[config.mk]
export PLATFORM = sky130hd
export DESIGN_NAME = length_prefixed_frame_deframer
export DESIGN_NICKNAME = d
export VERILOG_FILES = /design/src/lpfd_pkg.sv /design/src/length_prefixed_frame_deframer.sv
export SDC_FILE = /design/constraint.sdc
export NUM_CORES = 1
export LEC_CHECK = 0
export BUFFER_PORTS_ARGS = -buffer_cell sky130_fd_sc_hd__buf_2
export CAP_MARGIN = 20
export CORE_ASPECT_RATIO = 1.2
export CORE_UTILIZATION = 34
export DETAILED_ROUTE_END_ITERATION = 6
export PLACE_DENSITY = 0.62
export SYNTH_ARGS = -nofsm -noshare
export SYNTH_HDL_FRONTEND = slang
export SYNTH_SLANG_ARGS = --single-unit
[constraint.sdc]
create_clock -name clk -period 8.9 [get_ports clk]
set_input_delay 1.78 -clock clk [delete_from_list [all_inputs] [get_ports clk]]
set_output_delay 1.78 -clock clk [all_outputs]
set_load 0.02 [all_outputs]
[src/lpfd_pkg.sv]
// Shared types and constants for the length-prefixed frame deframer.
package lpfd_pkg;

	localparam int unsigned HEADER_BYTES = 12;
	localparam logic [3:0] HDR_LAST_IDX = 4'(HEADER_BYTES - 1);
	localparam logic [3:0] LEN_END_IDX = 4'd4;
	localparam logic [3:0] CID_END_IDX = 4'd8;

	typedef enum logic [1:0] {
		CMD_BYTE  = 2'd0,
		CMD_TICK  = 2'd1,
		CMD_ABORT = 2'd2,
		CMD_NONE  = 2'd3
	} cmd_t;

	typedef enum logic [2:0] {
		ST_HEADER    = 3'd0,
		ST_PAYLOAD   = 3'd1,
		ST_EMPTY     = 3'd2,
		ST_LEN_ERR   = 3'd3,
		ST_THROTTLED = 3'd4,
		ST_WINDOW    = 3'd5,
		ST_ABORTED   = 3'd6,
		ST_UNUSED    = 3'd7
	} status_t;

	typedef enum logic [1:0] {
		REG_MAX_LEN = 2'd0,
		REG_BUDGET  = 2'd1,
		REG_CLASS   = 2'd2,
		REG_NONE    = 2'd3
	} reg_idx_t;

	typedef struct packed {
		logic [31:0] backend_ident;
		logic [31:0] client_ident;
		logic [23:0] frame_len;
		logic [7:0]  payload_byte;
		logic        high_priority;
		logic        last;
		status_t     status;
	} result_t;

endpackage

[src/length_prefixed_frame_deframer.sv]
// Top level of the length-prefixed frame deframer: header parser, throttle and output stage.
//
// Input stream (s_*): one word per transfer. s_tuser carries the command
// (stream byte, window tick, abort), s_tdata the stream byte.
// Output stream (m_*): one result word for every accepted input word except
// the unused command. m_tuser carries status and the high priority flag,
// m_tlast the final payload byte or empty-frame mark, m_tdata the payload
// byte and the header fields of the frame.
// Config port (cfg_*): register writes, taken in any cycle; write only while
// the stream is idle.
// Throughput: one word per cycle while s_tready is high; the next parser
// state is computed combinationally from the current state and the incoming
// byte.
// A two-entry output stage (output register and skid register) decouples the
// sides: when the receiver stalls, one more word is taken into the skid
// register and s_tready then drops until the receiver takes a word.
// Reset clears the parser, the window counter and the output stage, and loads
// the register reset values (max length 1048576, budget 0, control class 1).
module length_prefixed_frame_deframer
	import lpfd_pkg::*;
#(
	parameter int unsigned LEN_BITS = 24
) (
	input  logic        clk,
	input  logic        arst_n,
	input  logic        s_tvalid,
	output logic        s_tready,
	input  logic [7:0]  s_tdata,   // [7:0] data_byte
	input  logic [1:0]  s_tuser,   // [1:0] cmd
	output logic        m_tvalid,
	input  logic        m_tready,
	output logic [95:0] m_tdata,   // [7:0] payload_byte, [31:8] frame_len,
	                               // [63:32] client_ident, [95:64] backend_ident
	output logic [3:0]  m_tuser,   // [2:0] status, [3] high_priority
	output logic        m_tlast,
	input  logic        cfg_valid,
	output logic        cfg_ready,
	input  logic [1:0]  cfg_index,
	input  logic [31:0] cfg_data
);

	logic [23:0] max_len_q;
	logic [31:0] budget_q;
	logic [7:0]  class_q;

	logic [3:0]          header_index_q;
	logic [31:0]         length_word_q;
	logic [31:0]         client_word_q;
	logic [31:0]         backend_word_q;
	logic [LEN_BITS-1:0] payload_left_q;
	logic                in_payload_q;
	logic                priority_flag_q;
	logic [31:0]         window_count_q;

	logic    out_v_q, skid_v_q;
	result_t out_q, skid_q;

	cmd_t    cmd;
	logic    accept, push, pop;
	result_t res;

	logic [3:0]          hidx_n;
	logic [31:0]         len_n, cid_n, bid_n;
	logic [LEN_BITS-1:0] left_n;
	logic                inp_n, prio_n, clear_n;
	logic [31:0]         wc_n;
	logic                throttled, len_over, len_bad, first_byte, is_last, prio_cur;
	logic [23:0]         len_shown;

	assign cmd       = cmd_t'(s_tuser);
	assign s_tready  = !skid_v_q;
	assign cfg_ready = 1'b1;
	assign accept    = s_tvalid && s_tready;
	assign push      = accept && (cmd != CMD_NONE);
	assign pop       = out_v_q && m_tready;

	assign throttled  = (budget_q != 32'd0) && (window_count_q >= budget_q);
	assign len_over   = (len_n >> LEN_BITS) != 32'd0;
	assign len_bad    = (len_n > {8'd0, max_len_q}) || len_over;
	assign len_shown  = (len_n[31:24] != 8'd0) ? 24'hFF_FFFF : len_n[23:0];
	assign first_byte = {{(32 - LEN_BITS){1'b0}}, payload_left_q} == length_word_q;
	assign is_last    = payload_left_q <= LEN_BITS'(1);
	assign prio_cur   = first_byte ? (s_tdata == class_q) : priority_flag_q;

	always_comb begin
		hidx_n  = header_index_q;
		len_n   = length_word_q;
		cid_n   = client_word_q;
		bid_n   = backend_word_q;
		left_n  = payload_left_q;
		inp_n   = in_payload_q;
		prio_n  = priority_flag_q;
		clear_n = 1'b0;
		wc_n    = window_count_q;
		res     = '0;
		res.status = ST_HEADER;
		unique case (cmd)
			CMD_BYTE: begin
				if (throttled) begin
					res.status = ST_THROTTLED;
				end else begin
					if (window_count_q != 32'hFFFF_FFFF)
						wc_n = window_count_q + 32'd1;
					if (!in_payload_q) begin
						if (header_index_q < LEN_END_IDX)
							len_n = {length_word_q[23:0], s_tdata};
						else if (header_index_q < CID_END_IDX)
							cid_n = {client_word_q[23:0], s_tdata};
						else
							bid_n = {backend_word_q[23:0], s_tdata};
						if (header_index_q != HDR_LAST_IDX) begin
							hidx_n = header_index_q + 4'd1;
						end else if (len_bad) begin
							res.status        = ST_LEN_ERR;
							res.frame_len     = len_shown;
							res.client_ident  = cid_n;
							res.backend_ident = bid_n;
							clear_n           = 1'b1;
						end else if (len_n == 32'd0) begin
							res.status        = ST_EMPTY;
							res.client_ident  = cid_n;
							res.backend_ident = bid_n;
							res.last          = 1'b1;
							clear_n           = 1'b1;
						end else begin
							hidx_n            = 4'd0;
							inp_n             = 1'b1;
							left_n            = len_n[LEN_BITS-1:0];
							res.frame_len     = len_n[23:0];
							res.client_ident  = cid_n;
							res.backend_ident = bid_n;
						end
					end else begin
						prio_n            = prio_cur;
						res.status        = ST_PAYLOAD;
						res.payload_byte  = s_tdata;
						res.frame_len     = length_word_q[23:0];
						res.client_ident  = client_word_q;
						res.backend_ident = backend_word_q;
						res.high_priority = prio_cur;
						res.last          = is_last;
						if (is_last)
							clear_n = 1'b1;
						else
							left_n = payload_left_q - LEN_BITS'(1);
					end
				end
			end
			CMD_TICK: begin
				wc_n       = 32'd0;
				res.status = ST_WINDOW;
			end
			CMD_ABORT: begin
				clear_n    = 1'b1;
				res.status = ST_ABORTED;
			end
			CMD_NONE: begin
			end
			default: begin
			end
		endcase
	end

	always_ff @(posedge clk or negedge arst_n) begin
		if (!arst_n) begin
			max_len_q <= 24'd1048576;
			budget_q  <= 32'd0;
			class_q   <= 8'd1;
		end else if (cfg_valid && cfg_ready) begin
			unique case (reg_idx_t'(cfg_index))
				REG_MAX_LEN: max_len_q <= cfg_data[23:0];
				REG_BUDGET:  budget_q  <= cfg_data;
				REG_CLASS:   class_q   <= cfg_data[7:0];
				REG_NONE: begin
				end
				default: begin
				end
			endcase
		end
	end

	always_ff @(posedge clk or negedge arst_n) begin
		if (!arst_n) begin
			header_index_q  <= 4'd0;
			length_word_q   <= 32'd0;
			client_word_q   <= 32'd0;
			backend_word_q  <= 32'd0;
			payload_left_q  <= '0;
			in_payload_q    <= 1'b0;
			priority_flag_q <= 1'b0;
			window_count_q  <= 32'd0;
		end else if (accept) begin
			window_count_q <= wc_n;
			if (clear_n) begin
				header_index_q  <= 4'd0;
				length_word_q   <= 32'd0;
				client_word_q   <= 32'd0;
				backend_word_q  <= 32'd0;
				payload_left_q  <= '0;
				in_payload_q    <= 1'b0;
				priority_flag_q <= 1'b0;
			end else begin
				header_index_q  <= hidx_n;
				length_word_q   <= len_n;
				client_word_q   <= cid_n;
				backend_word_q  <= bid_n;
				payload_left_q  <= left_n;
				in_payload_q    <= inp_n;
				priority_flag_q <= prio_n;
			end
		end
	end

	always_ff @(posedge clk or negedge arst_n) begin
		if (!arst_n) begin
			out_v_q  <= 1'b0;
			skid_v_q <= 1'b0;
		end else if (skid_v_q) begin
			if (pop)
				skid_v_q <= 1'b0;
		end else if (push) begin
			if (!out_v_q || pop)
				out_v_q <= 1'b1;
			else
				skid_v_q <= 1'b1;
		end else if (pop) begin
			out_v_q <= 1'b0;
		end
	end

	always_ff @(posedge clk) begin
		if (skid_v_q) begin
			if (pop)
				out_q <= skid_q;
		end else if (push) begin
			if (!out_v_q || pop)
				out_q <= res;
			else
				skid_q <= res;
		end
	end

	assign m_tvalid = out_v_q;
	assign m_tdata  = {out_q.backend_ident, out_q.client_ident, out_q.frame_len,
	                   out_q.payload_byte};
	assign m_tuser  = {out_q.high_priority, out_q.status};
	assign m_tlast  = out_q.last;

	a_skid_needs_out: assert property (@(posedge clk) disable iff (!arst_n)
		skid_v_q |-> out_v_q)
		else $error("skid register holds a word while the output register is empty");

	a_stall_fills_skid: assert property (@(posedge clk) disable iff (!arst_n)
		(out_v_q && !m_tready && !skid_v_q && push) |=> skid_v_q)
		else $error("word taken during a stall was not held in the skid register");

	a_payload_no_header: assert property (@(posedge clk) disable iff (!arst_n)
		in_payload_q |-> (header_index_q == 4'd0))
		else $error("header index advanced while streaming payload");

	a_header_index_range: assert property (@(posedge clk) disable iff (!arst_n)
		header_index_q <= HDR_LAST_IDX)
		else $error("header index beyond the header length");

	a_throttle_holds_state: assert property (@(posedge clk) disable iff (!arst_n)
		(accept && cmd == CMD_BYTE && throttled) |=>
		($stable(window_count_q) && $stable(header_index_q) && $stable(in_payload_q)))
		else $error("throttled byte changed parser state");

endmodule

==> impl_metrics.ini, run 1 <==
[run_status]
status = finished with violations
violations = design-rule violations

[drt]
drt_iter0_drc = 1513
drcViolationCount = 9
num_vias = 15200
antenna_left = 0
dr.pass1.iters = 7
routed_wl_um = 61300
route.detailed.wl_per_inst_um = 22.0
viasPerCell = 5.48

[worst_setup_path]
r2r-end = m_tdata[28]$_DFFE_PP_
crit_path_end_kind = flop
startpoint_type = flop
timing.rr.start = window_count_q[31]$_DFFE_PN0P_
critPathArrivalTime_ns = 7.09
crit_path_max_fanout = 15
rrSetupSlack_ns = 2.27
worstPathRequired_ns = 9.36
reg2reg_depth = 19
critPathKind = flop to flop

[pwr]
power_mw = 7.14
power_frac_clock_pct = 27.5
ir_drop_v = 0.000142
p_leak_nw = 9.94
power.share.sequential_pct = 40.5
p_switching_mw = 2.66
power.density_nw_per_um2 = 295
p_int_mw = 4.48
pwr-share-comb_pct = 32.0
netSwitchingFraction_pct = 37.2

[logic_synthesis]
synth.net_count = 1942
ys.flop_type = dfrtp_1
netlist_top_cells_area = edfxtp_1, dfrtp_1, mux2_2
synth_seq_cells = 426
synth_warnings = 0
netlist_instances = 1828
yosysSeqAreaShare_pct = 55.2
syn_avg_cell_area_um2 = 11.6
synth_edf_count = 202
synthArstFlopShare_pct = 52.6
synth_top_area_cell = edfxtp_1
ys_types = 82
syn-cell-area_um2 = 21100
synth_top_area_share_pct = 28.7

[cells_and_area]
n_antenna_cell = 0
fin_cells = 2779
areaGrowthSynthToFinish_pct = 14.5
drive_gt1_share_pct = 23.7
most-common-layout-cells = dfrtp_1, edfxtp_1, buf_2
final_common_cell = dfrtp_1
num-nets-final = 2048

[sta]
setup_viol = 0
fin_hold_ws_ns = 0.494
clock_skew_ns = 0.0185
rsz0062_at_grt = false
maxSlewHeadroom_pct = 27.8
fin_tns_setup_ns = 0
worst_pin_slew_ns = 1.08
layout_min_cycle_time_ns = 6.63
hold_violations = 0
clock.fmax_ghz = 0.151
post-route-period-util_pct = 74.5
maxSlewViolCount = 0

[cts]
cts_hold_buffers = 0
cts_setup_buffers = 0
clockBufferDepth = 3
cts_sinks = 426
cts_tree = built
cts_resized = 0
clk_latency_ns = 0.59
cts_root_buffer = clkbuf_16
clk_pin_slew_ns = 0.06
cts_made_buffers = 47
h-tree-depth = 2

[floorplanning]
chipHeight_um = 275
std_cell_rows = 99
ios = 153
dieArea_um2 = 63200
die_w_um = 230
core_area_um2 = 61200
initial_utilization_pct = 34.6

[global_route]
grt_pass1_vias = 15400
grt_max_degree = 101
grt_pass1_wl_um = 94300
overflow = 0
grt_antenna_before_repair = 0
grt_usage_pct = 19.4

[job]
cap_violations = 0

[placement]
dpl.hpwl_um = 42500
place_inst = 2693
place_congestion = 0.981
io_buffers = 151

[min_path]
whs_endpoint = client_word_q[24]$_DFFE_PN0P_
hold_path_class = flop to flop
min_from = client_word_q[24]$_DFFE_PN0P_
hold_depth = 1
[state kept, by name, indices dropped and copies added, names as in the netlist]
name and flops:
backend_word_q 32, budget_q 32, class_q 8, client_word_q 32, header_index_q 4, in_payload_q 1, length_word_q 32, m_tdata 96
m_tlast 1, m_tuser 4, m_tvalid 1, max_len_q 24, payload_left_q 24, priority_flag_q 1, skid_q 101, skid_v_q 1
window_count_q 32
[synthesized netlist by cell type (all sizes together) (3+ instances only)]
| cell | count |
|---|---|
| dfrtp | 222 |
| edfxtp | 202 |
| nand2 | 149 |
| mux2 | 145 |
| a22o | 105 |
| nor2 | 95 |
| inv | 91 |
| o21ai | 90 |
| clkbuf | 85 |
| a21oi | 84 |
| ha | 65 |
| and2 | 49 |
| nand3 | 41 |
| buf | 38 |
| nor3 | 36 |
| xnor2 | 36 |
| nand4 | 32 |
| nor4 | 31 |
| mux2i | 21 |
| nand2b | 18 |
| o31ai | 18 |
| a221oi | 17 |
| xor2 | 15 |
| a31o | 11 |
| o211ai | 11 |
| o22ai | 10 |
| or3 | 10 |
| a21o | 9 |
| o221ai | 9 |
| a211oi | 7 |
| and3 | 7 |
| or2 | 7 |
| or4 | 7 |
| a31oi | 6 |
| a211o | 5 |
| nand3b | 5 |
| nor2b | 5 |
| and4 | 3 |
| o21a | 3 |
| o41ai | 3 |
[logic make-up (layout without fill, tap and decap cells)]
group                      after synthesis  after routing  synth area share, %
and+or+nand+nor                        500            500                 11.8
muxes                                  166            166                 8.72
adders and majority gates               65             65                 3.85
DFF                                    426            426                 55.2
xor gates and xnor gates                51             51                 2.11
AOI/OAI and AO/OA                      405            405                 14.1
buffers and inverters                  214            357                 4.21
other                                    1              1               0.0177
[worst max path at each step]
stage,startpoint,end,slack [ns],cells after the start
2_1_floorplan,s_tuser[0],m_tdata[0]$_DFFE_PP_,1.34,4
3_3_place_gp,s_tuser[0],m_tdata[28]$_DFFE_PP_,2.38,19
3_5_place_dp,s_tuser[0],m_tdata[28]$_DFFE_PP_,2.19,19
4_1_cts,window_count_q[31]$_DFFE_PN0P_,m_tdata[28]$_DFFE_PP_,2.41,19
5_1_grt,budget_q[25]$_DFFE_PN0P_,m_tdata[30]$_DFFE_PP_,1.85,20
6_report,window_count_q[31]$_DFFE_PN0P_,m_tdata[28]$_DFFE_PP_,2.27,19
[layer usage]
layer	global-route usage, %	vias to the layer above	wire length (um)
met5	0	-	0
li1	-	6945	-
met4	8.68	0	2650
met2	33.0	531	29800
met1	24.3	7609	25600
met3	2.94	147	3220
[metrics by stage]
step	util [%]	setup slack, ns	instance area, um^2
2_1_floorplan	-	1.34	21100
5_1_grt	39.6	1.85	24200
4_1_cts	39.6	2.41	24200
3_5_place_dp	37.0	2.19	22600
6_report	39.6	2.27	24200
3_3_place_gp	37.0	2.38	22600
[worst max-delay path: stages (launching register included)]
cell	delay, ns
dfrtp_1	0.44
ha_1	0.32
nand4_1	0.22
inv_1	0.07
a221oi_1	0.72
a21o_1	0.33
nand2_1	0.24
nor2_1	0.16
buf_4	0.27
mux2_2	0.39
ha_1	0.32
nand4_1	0.11
nor3_1	0.31
o211ai_1	0.15
o221ai_1	0.40
o21ai_0	0.34
nor3_2	0.93
a21oi_1	0.20
a221oi_2	0.36
mux2_2	0.21
[power by group through the flow]
stage	sequential [mW]	clock, mW	combinational [mW]
finish	2.90	1.96	2.29
global route	2.94	2.08	2.48
CTS	2.89	2.01	2.29
detailed placement	2.93	0	2.28
global placement	2.92	0	2.27
floorplan	2.98	0	1.46
[area by class of cell]
| type | count | area [um^2] |
|---|---|---|
| multi-input cells | 1188 | 8640 |
| clock buffers | 64 | 1350 |
| clock inverters | 22 | 220 |
| repair buffers | 180 | 983 |
| inverters | 91 | 343 |
| flip-flops and latches | 426 | 11700 |
| well taps | 808 | 1010 |
| fillers | 5872 | 37000 |
No activity file was read; power rests on OpenSTA's default activity.
==> run 2, diff against run 1 <==
Settings changed: ABC_AREA set to 1, PLACE_DENSITY 0.62 to 0.64.
Clock period 8.9 ns to 5.4 ns, I/O delays scaled along.
==> run 2 against run 1 <==
Against the previous run:
- the run now ends clean
- cell count is 31% higher
- utilization is 0.18 points lower
- routed wire length is 3.7% higher
- cell area is 6.9% higher
- sequential cell count stayed put
- sequential power is 21% higher
- setup slack worse by 1.8 ns
- total power is 3.3% higher
- largest cell class unchanged
- largest power group unchanged
==> impl_metrics.ini, run 2 <==
[run_status]
status = finished clean

[sta]
setup_viol = 0
maxSlewHeadroom_pct = 32.6
worst_pin_slew_ns = 1.01
clock_skew_ns = 0.0261
clock.fmax_ghz = 0.202
hold_violations = 0
maxSlewViolCount = 0
layout_min_cycle_time_ns = 4.94
post-route-period-util_pct = 91.5

[logic_synthesis]
yosysSeqAreaShare_pct = 51.7
synth.most_common_cell = nand2_1
syn-cell-area_um2 = 22600
ys_top_cells_by_count = nand2_1, inv_1, o21ai_0
syn_avg_cell_area_um2 = 8.49
synth_top_area_cell = edfxtp_1
synth.net_count = 2770
ys_types = 50
synth_edf_count = 202
synth_seq_cells = 426
synth_top_area_share_pct = 26.9
netlist_top_cells_area = edfxtp_1, dfrtp_1, nand2_1
synthArstFlopShare_pct = 52.6
synth_warnings = 0
netlist_instances = 2656
ys.flop_type = dfrtp_1

[worst_setup_path]
critPathArrivalTime_ns = 5.39
crit_slowest_cell = dfrtp_1
crit_path_end_kind = flop
worstPathRequired_ns = 5.85
critPathMaxStageDelay_ns = 0.46
crit_path_max_fanout = 22
critPathKind = flop to flop
rrSetupSlack_ns = 0.46
startpoint_type = flop
cpMostUsedCell = nand2_1

[floorplanning]
std_cell_rows = 103
chipHeight_um = 284
ios = 153
die_w_um = 237
dieArea_um2 = 67400
initial_utilization_pct = 34.3
core_area_um2 = 65700

[cells_and_area]
largest_register_ff_count = 101
fillers = 6618
areaGrowthSynthToFinish_pct = 14.8
most-common-layout-cells = nand2_1, inv_1, o21ai_0
n_antenna_cell = 0
final_common_cell = nand2_1
num-nets-final = 2891
largest_register = skid_q
drive_gt1_share_pct = 12.8
fin_cells = 3651

[cts]
clockBufferDepth = 3
clk_pin_slew_ns = 0.06
clk_latency_ns = 0.60
cts_hold_buffers = 0
cts_tree = built
h-tree-depth = 2
cts_root_buffer = clkbuf_16
cts_made_buffers = 46
cts_sinks = 426

[pwr]
power_mw = 7.38
ir_drop_v = 0.000224
p_leak_nw = 11.6
power.density_nw_per_um2 = 285

[min_path]
hold_path_class = primary input to async pin

[job]
cap_violations = 0

[drt]
num_vias = 18400
route.detailed.wl_per_inst_um = 17.4
drt_iter0_drc = 1619
antenna_left = 0
highest_layer = met5
dr.pass1.iters = 5
viasPerCell = 5.05
wl_met3_um = 3350
routed-wl-met2_um = 30300
routed_wl_um = 63500
met1_length_um = 27200
drcViolationCount = 0

[global_route]
grt_antenna_before_repair = 2
grt_usage_pct = 18.8
overflow = 0
grt_max_degree = 95
grt_pass1_wl_um = 101000
grt_pass1_vias = 17900

[placement]
place_congestion = 0.953
io_buffers = 151
dpl.hpwl_um = 45500
place_inst = 3563
==> run 2: where the power goes <==
group	switching [mW]	internal (mW)
combinational	0.310	0.156
clock	1.36	2.04
sequential	0.0431	3.47
==> run 2: timing repair <==
| action | CTS | global route |
|---|---|---|
| gates resized for setup | 0 | 19 |
| setup endpoints to repair | 0 | 150 |
| setup buffers | 0 | 5 |
| endpoints found under the hold margin | 0 | 0 |
==> run 2: kinds of logic after synthesis <==
| logic type | Yosys count | share of synthesized area [%] |
|---|---|---|
| other cells | 1 | 0.0166 |
| fa+ha+maj | 65 | 3.61 |
| compound gates | 539 | 13.9 |
| simple gates | 1133 | 21.2 |
| flops | 426 | 51.7 |
| buf+inv | 460 | 8.23 |
| xor+xnor | 32 | 1.24 |
==> run 2: metal layers <==
metal / vias to the layer above / track usage, %
li1: 9113 / -
met1: 8572 / 24.0
met2: 592 / 31.7
met3: 146 / 2.56
met4: 4 / 8.08
met5: - / 0
==> run 2: stage by stage <==
stage	setup TNS [ns]	setup WS (ns)	utilization, %	hold slack, ns	area [um^2]
2_1_floorplan	0	0.432	-	0.453	22600
3_3_place_gp	0	0.205	36.8	0.467	24200
3_5_place_dp	0	0.122	36.8	0.473	24200
4_1_cts	0	0.0976	39.3	0.464	25800
5_1_grt	-0.0269	-0.0269	39.4	0.485	25900
6_report	0	0.459	39.4	0.438	25900
==> run 2: critical path, delay by kind of cell (launching register included) <==
family                     cells  cell delay, ns
buffers and inverters          6            0.93
DFF                            1            0.46
and+or+nand+nor               12            1.41
adders and majority gates      2            0.61
AOI/OAI and AO/OA              8            1.39
==> run 2: area by class of cell <==
type                       instances  area, um^2  area share [%]
timing repair inverter             1        5.00          0.0193
inverter                         329        1240            4.80
sequential                       426       11700            45.1
multi-input combinational       1770        9090            35.1
clock buffer                      61        1270            4.89
clock inverter                    21         357            1.38
timing repair buffer             203        1200            4.65
tap                              840        1050            4.06
==> run 2: path summary, 6_finish.rpt <==
path | startpoint | to | cells past startpoint
setup / recovery | window_count_q[11]$_DFFE_PN0P_ | m_tuser[1]$_DFFE_PP_ | 28
hold / removal | arst_n | backend_word_q[30]$_DFFE_PN0P_ | 1
setup reg to reg | window_count_q[11]$_DFFE_PN0P_ | m_tuser[1]$_DFFE_PP_ | 28
hold reg to reg | max_len_q[4]$_DFFE_PN0P_ | max_len_q[4]$_DFFE_PN0P_ | 2
max in group asynchronous | arst_n | skid_v_q$_DFF_PN0_ | 2
min in group clk | max_len_q[4]$_DFFE_PN0P_ | max_len_q[4]$_DFFE_PN0P_ | 2
